[src/rtl/rth_pkg.sv]
// ----------------------------------------------------------------------------
// rth_pkg: shared constants and types of the RGB to HSV converter
// Component and fraction widths, divider slicing and the beat format that
// travels down the divider stages.
// ----------------------------------------------------------------------------
package rth_pkg;

    localparam int COMPONENT_BITS = 8;
    localparam int FRACTION_BITS  = 16;

    // quotient bits resolved per divider stage; must divide FRACTION_BITS
    localparam int DIV_BITS   = 2;
    localparam int DIV_STAGES = FRACTION_BITS / DIV_BITS;

    // 6 * delta stays below 2^(COMPONENT_BITS + 3)
    localparam int HDIV_W = COMPONENT_BITS + 3;

    typedef logic [COMPONENT_BITS-1:0] t_comp;
    typedef logic [FRACTION_BITS-1:0]  t_frac;
    typedef logic [HDIV_W-1:0]         t_hdiv;

    typedef enum logic [1:0] {
        SECT_RED,
        SECT_GREEN,
        SECT_BLUE
    } t_sector;

    // first stage: extremes and the raw components
    typedef struct packed {
        t_comp   red;
        t_comp   green;
        t_comp   blue;
        t_comp   hi;
        t_comp   lo;
        t_sector sector;
    } t_mm_data;

    // divider stages: two restoring divisions side by side
    typedef struct packed {
        t_hdiv hue_rem;
        t_hdiv hue_den;
        t_frac hue_q;
        t_comp sat_rem;
        t_comp sat_den;
        t_frac sat_q;
        t_comp brightness;
        logic  gray;
        logic  sat_full;
    } t_div_data;

endpackage

[src/rtl/rth_rgb_if.sv]
// ----------------------------------------------------------------------------
// rth_rgb_if: pixel input channel
// Valid/ready handshake carrying one RGB pixel per beat.
// ----------------------------------------------------------------------------
interface rth_rgb_if;
    import rth_pkg::*;

    logic  valid;
    logic  ready;
    t_comp red;
    t_comp green;
    t_comp blue;

    modport source (output valid, output red, output green, output blue, input ready);
    modport sink   (input valid, input red, input green, input blue, output ready);
endinterface

[src/rtl/rth_hsv_if.sv]
// ----------------------------------------------------------------------------
// rth_hsv_if: HSV result channel
// Valid/ready handshake carrying hue, saturation and value per beat.
// ----------------------------------------------------------------------------
interface rth_hsv_if;
    import rth_pkg::*;

    logic  valid;
    logic  ready;
    t_frac hue;
    t_frac saturation;
    t_comp brightness;

    modport source (output valid, output hue, output saturation, output brightness,
                    input ready);
    modport sink   (input valid, input hue, input saturation, input brightness,
                    output ready);
endinterface

[src/rtl/rgb_to_hsv_top.sv]
// Pipeline: 2 front stages, DIV_STAGES = 8 divider stages of 2 quotient bits
//   and 1 output register lie between an accepted pixel beat and its result beat.
// Throughput: one pixel per cycle; the whole pipe advances together and
//   freezes while the output register holds a beat that is not taken.
// Reset: synchronous, active low; clears every valid bit, payload is left as is.
// ----------------------------------------------------------------------------
// rgb_to_hsv_top: pipelined RGB to HSV converter
// Value is the largest component, saturation (max-min)/max and hue the
// sector offset over 6*(max-min), both as truncated 16-bit fractions.
// ----------------------------------------------------------------------------
module rgb_to_hsv_top (
    input  logic       i_clk,
    input  logic       i_rst_n,
    rth_rgb_if.sink    i_pix,
    rth_hsv_if.source  o_hsv
);
    import rth_pkg::*;

    // advance the whole pipe unless the output beat is stuck
    logic      w_adv;
    logic      w_valid [0:DIV_STAGES];
    t_div_data w_data  [0:DIV_STAGES];

    logic      r_out_valid;
    t_frac     r_hue;
    t_frac     r_sat;
    t_comp     r_bright;
    t_frac     n_hue;
    t_frac     n_sat;

    assign w_adv       = !r_out_valid || o_hsv.ready;
    assign i_pix.ready = w_adv;

    // extremes, sector and division operands
    rth_front u_front (
        .i_clk   (i_clk),
        .i_rst_n (i_rst_n),
        .i_adv   (w_adv),
        .i_valid (i_pix.valid),
        .i_red   (i_pix.red),
        .i_green (i_pix.green),
        .i_blue  (i_pix.blue),
        .o_valid (w_valid[0]),
        .o_data  (w_data[0])
    );

    // chain of divider slices, each resolving DIV_BITS quotient bits
    for (genvar s = 0; s < DIV_STAGES; s++) begin : g_div
        rth_div_stage u_stage (
            .i_clk   (i_clk),
            .i_rst_n (i_rst_n),
            .i_adv   (w_adv),
            .i_valid (w_valid[s]),
            .i_data  (w_data[s]),
            .o_valid (w_valid[s+1]),
            .o_data  (w_data[s+1])
        );
    end

    // final fix-ups: black or gray drops hue and saturation to zero,
    // a zero minimum pins saturation at the top code
    always_comb begin
        if (w_data[DIV_STAGES].gray) begin
            n_hue = '0;
            n_sat = '0;
        end else if (w_data[DIV_STAGES].sat_full) begin
            n_hue = w_data[DIV_STAGES].hue_q;
            n_sat = '1;
        end else begin
            n_hue = w_data[DIV_STAGES].hue_q;
            n_sat = w_data[DIV_STAGES].sat_q;
        end
    end

    always_ff @(posedge i_clk) begin
        if (!i_rst_n) begin
            r_out_valid <= 1'b0;
        end else if (w_adv) begin
            r_out_valid <= w_valid[DIV_STAGES];
        end
    end

    always_ff @(posedge i_clk) begin
        if (w_adv) begin
            r_hue    <= n_hue;
            r_sat    <= n_sat;
            r_bright <= w_data[DIV_STAGES].brightness;
        end
    end

    assign o_hsv.valid      = r_out_valid;
    assign o_hsv.hue        = r_hue;
    assign o_hsv.saturation = r_sat;
    assign o_hsv.brightness = r_bright;

`ifndef NO_ASSERTIONS
    // a black pixel carries neither hue nor saturation
    a_black_zero: assert property (@(posedge i_clk) disable iff (!i_rst_n)
        o_hsv.valid && (o_hsv.brightness == '0) |-> (o_hsv.hue == '0) && (o_hsv.saturation == '0))
        else $error("black pixel with nonzero hue or saturation");

    // zero saturation on a lit pixel only happens for gray, whose hue is zero
    a_gray_hue: assert property (@(posedge i_clk) disable iff (!i_rst_n)
        o_hsv.valid && (o_hsv.brightness != '0) && (o_hsv.saturation == '0) |-> (o_hsv.hue == '0))
        else $error("gray pixel with nonzero hue");

    // a stalled pipe keeps its front and divider beats in place
    a_stall_hold: assert property (@(posedge i_clk) disable iff (!i_rst_n)
        !w_adv |=> $stable(w_valid[0]) && $stable(w_valid[DIV_STAGES]))
        else $error("pipeline beat moved during stall");
`endif

endmodule

[src/rtl/rth_front.sv]
// ----------------------------------------------------------------------------
// rth_front: extremes, sector and division operands
// Two register stages: max/min/sector first, then delta, 6*delta, hue
// numerator and the special-case flags.
// ----------------------------------------------------------------------------
module rth_front (
    input  logic               i_clk,
    input  logic               i_rst_n,
    input  logic               i_adv,
    input  logic               i_valid,
    input  rth_pkg::t_comp     i_red,
    input  rth_pkg::t_comp     i_green,
    input  rth_pkg::t_comp     i_blue,
    output logic               o_valid,
    output rth_pkg::t_div_data o_data
);
    import rth_pkg::*;

    logic      r_mm_valid;
    t_mm_data  r_mm;
    t_mm_data  n_mm;
    logic      r_div_valid;
    t_div_data r_div;
    t_div_data n_div;

    // stage one: largest, smallest, sector (red wins ties, then green)
    always_comb begin
        n_mm.red   = i_red;
        n_mm.green = i_green;
        n_mm.blue  = i_blue;
        if (i_red >= i_green && i_red >= i_blue) begin
            n_mm.sector = SECT_RED;
            n_mm.hi     = i_red;
        end else if (i_green >= i_blue) begin
            n_mm.sector = SECT_GREEN;
            n_mm.hi     = i_green;
        end else begin
            n_mm.sector = SECT_BLUE;
            n_mm.hi     = i_blue;
        end
        if (i_red <= i_green && i_red <= i_blue) begin
            n_mm.lo = i_red;
        end else if (i_green <= i_blue) begin
            n_mm.lo = i_green;
        end else begin
            n_mm.lo = i_blue;
        end
    end

    // stage two: operands of both divisions
    always_comb begin
        t_comp delta;
        t_hdiv d_ext;
        t_hdiv six_delta;
        t_hdiv r_ext;
        t_hdiv g_ext;
        t_hdiv b_ext;

        delta     = r_mm.hi - r_mm.lo;
        d_ext     = HDIV_W'(delta);
        six_delta = (d_ext << 2) + (d_ext << 1);
        r_ext     = HDIV_W'(r_mm.red);
        g_ext     = HDIV_W'(r_mm.green);
        b_ext     = HDIV_W'(r_mm.blue);

        n_div            = '0;
        n_div.hue_den    = six_delta;
        n_div.sat_rem    = delta;
        n_div.sat_den    = r_mm.hi;
        n_div.brightness = r_mm.hi;
        n_div.gray       = (delta == '0);
        n_div.sat_full   = (r_mm.lo == '0) && (delta != '0);

        unique case (r_mm.sector)
            SECT_RED: begin
                // wrap a negative offset by one full turn
                if (g_ext >= b_ext) begin
                    n_div.hue_rem = g_ext - b_ext;
                end else begin
                    n_div.hue_rem = six_delta - (b_ext - g_ext);
                end
            end
            SECT_GREEN: begin
                n_div.hue_rem = (d_ext << 1) + b_ext - r_ext;
            end
            SECT_BLUE: begin
                n_div.hue_rem = (d_ext << 2) + r_ext - g_ext;
            end
            default: begin
                n_div.hue_rem = '0;
            end
        endcase
    end

    always_ff @(posedge i_clk) begin
        if (!i_rst_n) begin
            r_mm_valid  <= 1'b0;
            r_div_valid <= 1'b0;
        end else if (i_adv) begin
            r_mm_valid  <= i_valid;
            r_div_valid <= r_mm_valid;
        end
    end

    always_ff @(posedge i_clk) begin
        if (i_adv) begin
            r_mm  <= n_mm;
            r_div <= n_div;
        end
    end

    assign o_valid = r_div_valid;
    assign o_data  = r_div;

endmodule

[src/rtl/rth_div_stage.sv]
// ----------------------------------------------------------------------------
// rth_div_stage: one slice of the pipelined restoring dividers
// Resolves DIV_BITS quotient bits of hue and of saturation per stage.
// ----------------------------------------------------------------------------
module rth_div_stage (
    input  logic               i_clk,
    input  logic               i_rst_n,
    input  logic               i_adv,
    input  logic               i_valid,
    input  rth_pkg::t_div_data i_data,
    output logic               o_valid,
    output rth_pkg::t_div_data o_data
);
    import rth_pkg::*;

    logic      r_valid;
    t_div_data r_data;
    t_div_data n_data;

    always_comb begin
        logic [HDIV_W:0]         hue_sh;
        logic [COMPONENT_BITS:0] sat_sh;
        logic                    hue_bit;
        logic                    sat_bit;

        n_data = i_data;
        for (int k = 0; k < DIV_BITS; k++) begin
            hue_sh = {n_data.hue_rem, 1'b0};
            if (hue_sh >= {1'b0, n_data.hue_den}) begin
                hue_sh  = hue_sh - {1'b0, n_data.hue_den};
                hue_bit = 1'b1;
            end else begin
                hue_bit = 1'b0;
            end
            n_data.hue_rem = hue_sh[HDIV_W-1:0];
            n_data.hue_q   = {n_data.hue_q[FRACTION_BITS-2:0], hue_bit};

            sat_sh = {n_data.sat_rem, 1'b0};
            if (sat_sh >= {1'b0, n_data.sat_den}) begin
                sat_sh  = sat_sh - {1'b0, n_data.sat_den};
                sat_bit = 1'b1;
            end else begin
                sat_bit = 1'b0;
            end
            n_data.sat_rem = sat_sh[COMPONENT_BITS-1:0];
            n_data.sat_q   = {n_data.sat_q[FRACTION_BITS-2:0], sat_bit};
        end
    end

    always_ff @(posedge i_clk) begin
        if (!i_rst_n) begin
            r_valid <= 1'b0;
        end else if (i_adv) begin
            r_valid <= i_valid;
        end
    end

    always_ff @(posedge i_clk) begin
        if (i_adv) begin
            r_data <= n_data;
        end
    end

    assign o_valid = r_valid;
    assign o_data  = r_data;

endmodule
[src/flat_wrapper.sv]
// flat-port wrapper written by rule: the top's interface ports become plain ports
module rgb_to_hsv_top_flat import rth_pkg::*;
  (i_clk, i_rst_n, i_pix_valid, i_pix_red, i_pix_green, i_pix_blue, i_pix_ready, o_hsv_valid, o_hsv_hue, o_hsv_saturation, o_hsv_brightness, o_hsv_ready);
  rth_rgb_if i_pix_i ();
  rth_hsv_if o_hsv_i ();
  input  logic i_clk;
  input  logic i_rst_n;
  input wire logic [$bits(i_pix_i.valid)-1:0] i_pix_valid;
  input wire logic [$bits(i_pix_i.red)-1:0] i_pix_red;
  input wire logic [$bits(i_pix_i.green)-1:0] i_pix_green;
  input wire logic [$bits(i_pix_i.blue)-1:0] i_pix_blue;
  output wire logic [$bits(i_pix_i.ready)-1:0] i_pix_ready;
  output wire logic [$bits(o_hsv_i.valid)-1:0] o_hsv_valid;
  output wire logic [$bits(o_hsv_i.hue)-1:0] o_hsv_hue;
  output wire logic [$bits(o_hsv_i.saturation)-1:0] o_hsv_saturation;
  output wire logic [$bits(o_hsv_i.brightness)-1:0] o_hsv_brightness;
  input wire logic [$bits(o_hsv_i.ready)-1:0] o_hsv_ready;
  assign i_pix_i.valid = i_pix_valid;
  assign i_pix_i.red = i_pix_red;
  assign i_pix_i.green = i_pix_green;
  assign i_pix_i.blue = i_pix_blue;
  assign i_pix_ready = i_pix_i.ready;
  assign o_hsv_valid = o_hsv_i.valid;
  assign o_hsv_hue = o_hsv_i.hue;
  assign o_hsv_saturation = o_hsv_i.saturation;
  assign o_hsv_brightness = o_hsv_i.brightness;
  assign o_hsv_i.ready = o_hsv_ready;
  rgb_to_hsv_top u_core (.i_clk(i_clk), .i_rst_n(i_rst_n), .i_pix(i_pix_i), .o_hsv(o_hsv_i));
endmodule
[config.mk]
export PLATFORM = sky130hd
export DESIGN_NAME = rgb_to_hsv_top_flat
export DESIGN_NICKNAME = d
export VERILOG_FILES = /design/src/rtl/rth_pkg.sv /design/src/rtl/rth_rgb_if.sv /design/src/rtl/rth_hsv_if.sv /design/src/rtl/rgb_to_hsv_top.sv /design/src/rtl/rth_front.sv /design/src/rtl/rth_div_stage.sv /design/src/flat_wrapper.sv
export SDC_FILE = /design/constraint.sdc
export NUM_CORES = 1
export LEC_CHECK = 0
export BUFFER_PORTS_ARGS = -buffer_cell sky130_fd_sc_hd__buf_2
export CORE_UTILIZATION = 60
export CTS_CLUSTER_SIZE = 8
export DETAILED_ROUTE_END_ITERATION = 8
export GPL_ROUTABILITY_DRIVEN = 0
export PLACE_DENSITY = 0.77
export SLEW_MARGIN = 20
export SYNTH_ARGS = -nofsm -noshare
export SYNTH_HDL_FRONTEND = slang
export SYNTH_SLANG_ARGS = --single-unit
[constraint.sdc]
create_clock -name i_clk -period 26.4 [get_ports i_clk]
set_clock_uncertainty 0.1 [all_clocks]
set_input_delay 1.32 -clock i_clk [delete_from_list [all_inputs] [get_ports i_clk]]
set_output_delay 1.32 -clock i_clk [all_outputs]
set_load 0.05 [all_outputs]
==> impl_metrics.toml, run 1 <==
[status]
outcome = "finished, final reports clean"

[clocking]
cts_buffers = 79
cts.root.buffer_cell = "clkbuf_16"
clk_pin_slew_worst_paths_ps = 50
clock_path_buffers = 3
post_cts_resized = 0
insertion_delay_ps = 610
cts_setup_buffers = 0
h-tree-depth = 3
cts_hold_buf = 0
cts_sinks = 551
cts_tree = "yes"

[route]
wl_per_cell_um = 18.2
drt_iter0_markers = 1581
drc = 0
routed-via-count = 24200
vias_per_cell = 5.97
wl_um = 73900
antenna_left = 0
drtPass1Iterations = 6

[finish]
nets = 3685
multi_input_area_um2 = 17400
fin_util_pct = 66.8
diodes = 0
syn_to_final_growth_pct = 9.72
area.sequential_um2 = 16400
fillCellCount = 4193
layout-drive-gt1-share_pct = 11.5

[critical_path]
slowest_delay_ps = 830
slowest_stage = "or4_1"
crit_type = "flip-flop to flip-flop"
critPathCaptureType = "flip-flop"
rrSetupSlack_ps = 20210
required_ps = 26650
reg2reg_depth = 18
crit_chain = "inv_1 > ha_1 > nor2b_1 > o21a_1 > o21ai_1 > a21oi_1 > or4_1 > o21ai_0 > inv_1 > ha_1 > nor2b_1 > o21ai_0 > a21oi_1 > o41ai_1 > o21ai_0 > and2_1 > a2111oi_4 > mux2_2"
worstReg2RegStart = "u_core.u_front.o_data[60]"
critPathArrivalTime_ps = 6430
cp_common_cell = "o21ai_0"
start_kind = "flip-flop"
cp_max_fo = 18
r2r_end = "u_core.g_div[0].u_stage.o_data[72]"

[die]
dieArea_um2 = 59700
fp-row-count = 88
core_area_um2 = 57800
ioPinCount = 70
die_width_um = 244
fp.dieH_um = 244
start_util_pct = 60.9

[timing]
rsz0062_at_grt = "no"
finalCriticalPeriod_ps = 6190
hold_viol = 0
period_share_pct = 23.4
finalSetupTns_ps = 0
slew_headroom_pct = 27.6
timing.fmax_ghz = 0.162
worst_pin_slew_ps = 1090
setup_viol = 0
slew_viol_final = 0

[global_routing]
grt_pass1_vias = 24900
track_usage_pct = 24.9
grt_antenna_before_repair = 0
grt_pass1_wl_um = 121000
overflow = 0
grt_max_degree = 90

[placed_design]
dp_hpwl_um = 55500
io_buffers = 69

[hold_path]
worstHoldPathCells = 0
holdPathEnd = "u_core.g_div[2].u_stage.o_data[14]"
hold_class = "flip-flop to flip-flop"
hp-start = "u_core.g_div[1].u_stage.o_data[12]"

[synthesis]
netlist_instances = 3146
async_reset_ff_share_pct = 0
synth_area_per_cell_um2 = 11.2
synth_nets = 3570
synth_flop_cell = "edfxtp_1"
synth_edf_count = 540
yosysWarningCount = 0
synth.ff_latch_count = 551
synth_area_um2 = 35200
yosysSeqAreaShare_pct = 46.7
synth_cell_types = 83

[flow_run]
drv_cap = 0
## sequential cells by signal (all words and copies together) (netlist names)
name,count
u_core.g_div.u_stage.o_data,420
u_core.g_div.u_stage.o_valid,8
u_core.o_hsv.brightness,8
u_core.o_hsv.hue,16
u_core.o_hsv.saturation,16
u_core.o_hsv.valid,1
u_core.u_front.n_div,8
u_core.u_front.o_data,38
u_core.u_front.o_valid,1
u_core.u_front.r_mm,34
u_core.u_front.r_mm_valid,1
## critical path: cells and delay by family (launching register included)
family / cells / cell delay (ps)
compound gates: 9 / 2810
fa+ha+maj: 2 / 570
buf+inv: 2 / 250
flops: 1 / 430
mux: 1 / 420
simple gates: 4 / 1350
## per-layer routing
layer / track usage [%] / part of all wire, % / vias up
li1: - / - / 11700
met1: 29.6 / 41 / 11600
met2: 44.4 / 50 / 722
met3: 3.65 / 4.7 / 230
met4: 11.5 / 4.3 / 0
met5: 0 / 0 / -
## final cells by class
| cell class | instances | area share [%] |
|---|---|---|
| inverters | 327 | 3.20 |
| repair buffers | 82 | 1.15 |
| clock inverters | 8 | 0.356 |
| clock buffers | 100 | 5.32 |
| flip-flops and latches | 551 | 42.5 |
| well taps | 765 | 2.48 |
| multi-input cells | 2220 | 45.0 |
## placed cells by master, fill, tap and decap left out, drive strengths merged, types with 12 or more instances in the layout
| cell type | count |
|---|---|
| a211oi | 22 |
| and2 | 17 |
| a21oi | 216 |
| or2 | 12 |
| nand3 | 41 |
| nor2b | 80 |
| nand4 | 33 |
| o21bai | 30 |
| o21ai | 162 |
| nand2 | 114 |
| nand2b | 41 |
| inv | 330 |
| nor2 | 245 |
| xnor2 | 142 |
| mux2 | 169 |
| a21boi | 23 |
| fa | 37 |
| a21o | 80 |
| o31ai | 16 |
| clkbuf | 101 |
| nor3 | 44 |
| xor2 | 75 |
| ha | 359 |
| buf | 81 |
| mux2i | 36 |
| edfxtp | 540 |
| o21a | 55 |
| a31oi | 12 |
| and3 | 18 |
| nor4 | 14 |
## cell usage after synthesis, drive strengths merged (6+ instances only)
master,count,area (µm²)
a21boi,23,173
and2,17,106
clkbuf,41,155
nor2b,80,500
buf,7,40.0
nor2,245,920
o31ai,16,125
a21o,80,601
o21ai,162,815
nand2,114,428
a211oi,22,183
o21bai,30,225
mux2,169,1900
o21a,55,413
a221oi,6,52.6
dfxtp,11,220
nand3,41,210
nor4,14,87.6
inv,327,1230
edfxtp,540,16200
ha,359,4490
fa,37,741
o211ai,9,72.6
nand2b,41,257
o22ai,8,50.1
xnor2,142,1240
a41oi,10,95.1
nor3,44,220
or2,12,75.1
a21oi,216,1090
nand4,33,206
xor2,75,657
mux2i,36,360
a221o,6,60.1
and3,18,113
a31oi,12,75.1
## per-stage QoR
step	std cells	hold WS, ps	area [µm²]	worst slack (ps)
after floorplan	3146	300	35200	8380
after global placement	3944	300	36400	19980
after detailed placement	3944	305	36400	19870
after CTS	4052	312	38600	20250
after global routing	4053	316	38600	19800
final	4053	306	38600	20210
## cells by family (layout without fill, tap and decap cells)
logic type | Yosys count | count (layout) | share of synthesized area [%]
AO/OA/AOI/OAI | 714 | 714 | 13.1
AND/OR/NAND/NOR | 686 | 686 | 9.48
flip-flops | 551 | 551 | 46.7
adder cells (fa/ha/maj) | 398 | 398 | 14.9
buffers and inverters | 375 | 517 | 4.04
XOR/XNOR | 217 | 217 | 5.40
multiplexers | 205 | 205 | 6.43
## worst max-delay path by stage
stage | slack (ps) | endpoint | from
final | 20210 | u_core.g_div[0].u_stage.o_data[72] | u_core.u_front.o_data[60]
after global routing | 19800 | u_core.g_div[0].u_stage.o_data[74] | u_core.u_front.o_data[60]
after CTS | 20250 | u_core.g_div[0].u_stage.o_data[74] | u_core.u_front.o_data[60]
after detailed placement | 19870 | u_core.u_front.r_mm[18] | o_hsv_ready
after global placement | 19980 | u_core.u_front.r_mm[18] | o_hsv_ready
after floorplan | 8380 | i_pix_ready | o_hsv_ready
Power of run 1 is not shown: default switching activity piles up to over one toggle a cycle in this logic, so the estimate is an artifact.
==> inputs of run 2 (changes only) <==
Clock period 26.4 ns to 5.9 ns, I/O delays scaled along.
==> run 2 against run 1 <==
Compared with the run above:
- via count up 1.6%
- cell count increased by 0.74%
- core utilization up 0.61 points
- maximum frequency is 10% higher
- worst setup slack got worse by 20000 ps
- cell area up 0.91%
- non-clock buffer count rose by 31
- first-iteration DRC count grew 16%
- hold slack got worse by 220 ps
- flip-flop and latch count unchanged
- critical path depth decreased by 1
==> impl_metrics.toml, run 2 (synthesis results as in run 1) <==
[status]
outcome = "finished, final reports clean"

[flow_run]
drv_cap = 0

[critical_path]
required_ps = 6170
critPathArrivalTime_ps = 5890
crit_type = "flip-flop to flip-flop"
critPathCaptureType = "flip-flop"
start_kind = "flip-flop"
cp_max_fo = 9

[timing]
finalCriticalPeriod_ps = 5620
setup_slack_ps = 281
period_share_pct = 95.2
slew_headroom_pct = 28.9
finalSetupTns_ps = 0
setup_viol = 0
hold_viol = 0
timing.fmax_ghz = 0.178
rsz0062_at_grt = "no"
worst_pin_slew_ps = 1060
slew_viol_final = 0

[finish]
fillCellCount = 4099
layout_commonest_cell = "edfxtp_1"
nets = 3716
final_cell_area_um2 = 39000
layout-drive-gt1-share_pct = 11.5
largest_reg_flops = 420
final_cell_mix = "edfxtp_1 (540), ha_1 (359), inv_1 (325)"
syn_to_final_growth_pct = 10.7

[die]
die_width_um = 244
ioPinCount = 70
start_util_pct = 60.9
core_area_um2 = 57800
dieArea_um2 = 59700
fp.dieH_um = 244
fp-row-count = 88

[global_routing]
grt_antenna_before_repair = 1
grt_pass1_wl_um = 122000
grt_max_degree = 201
track_usage_pct = 25.1
grt_pass1_vias = 25000
overflow = 0

[clocking]
cts.root.buffer_cell = "clkbuf_16"
h-tree-depth = 3
cts_tree = "yes"
insertion_delay_ps = 630
clk_pin_slew_worst_paths_ps = 50
cts_sinks = 551
cts_buffers = 79
clock_path_buffers = 3

[route]
drc = 0
vias_per_cell = 6.03
wl_per_cell_um = 18.4
wl_um = 75000
drtPass1Iterations = 8
routed-via-count = 24600
drt_iter0_markers = 1833
antenna_left = 0

[hold_path]
hold_class = "input port to flip-flop"

[placed_design]
dp_hpwl_um = 54600
io_buffers = 69
post-place-ws_ps = 303
place_area_um2 = 36500
-- run 2: critical path, cell delays in order, from the launching register on --
cell and delay, ps:
edfxtp_1 410, inv_1 160, ha_1 270, nor2b_1 130, o21ai_0 210, a21oi_1 150
o31ai_1 360, a21oi_1 170, a21oi_1 710, mux2_2 440, ha_1 340, o21ai_0 140
a21oi_1 160, o21ai_0 300, a21oi_1 180, o21ai_0 280, and3_1 440, mux2_2 410
-- run 2: path summary, 6_finish.rpt --
check / slack, ps / start / cells past startpoint / endpoint
hold / removal: 90 / o_hsv_ready / 4 / u_core.g_div[2].u_stage.o_valid
hold reg to reg: 300 / u_core.u_front.o_data[0] / 0 / u_core.g_div[0].u_stage.o_data[0]
setup / recovery: 280 / u_core.g_div[4].u_stage.o_data[3] / 17 / u_core.g_div[5].u_stage.o_data[39]
setup reg to reg: 280 / u_core.g_div[4].u_stage.o_data[3] / 17 / u_core.g_div[5].u_stage.o_data[39]
-- run 2: per-stage QoR --
stage          hold WS (ps)  utilization (%)  std cells
2_1_floorplan           294                -       3146
3_3_place_gp            300             63.1       3949
3_5_place_dp            305             63.1       3949
4_1_cts                62.3             67.4       4082
5_1_grt                 128             67.5       4083
6_report               86.4             67.5       4083
-- run 2: final cells by class --
cell class                 instances  area, µm²  area share [%]
antenna                            1       2.50         0.00642
clock buffer                      97       2050            5.27
clock inverter                     9        170           0.436
inverter                         327       1230            3.17
multi-input combinational       2220      17400            44.5
sequential                       551      16400            42.2
tap                              765        957            2.45
timing repair buffer             113        768            1.97
-- run 2: per-layer routing --
layer  up-vias  track usage (%)  wire [µm]
met5         -                0          0
met4         0             10.3       2750
met3       226             3.38       3620
met2       861             44.5      37700
met1     11800             30.7      31000
li1      11700                -          -
-- run 2: what timing repair did --
| action | 4_1_cts | 5_1_grt |
|---|---|---|
| hold buffers | 27 | 0 |
| hold endpoints to repair | 36 | 0 |
| resized for setup | 0 | 3 |
| setup buffers | 0 | 0 |
| setup endpoints to repair | 0 | 8 |
Power of run 2 is left out for the same reason.
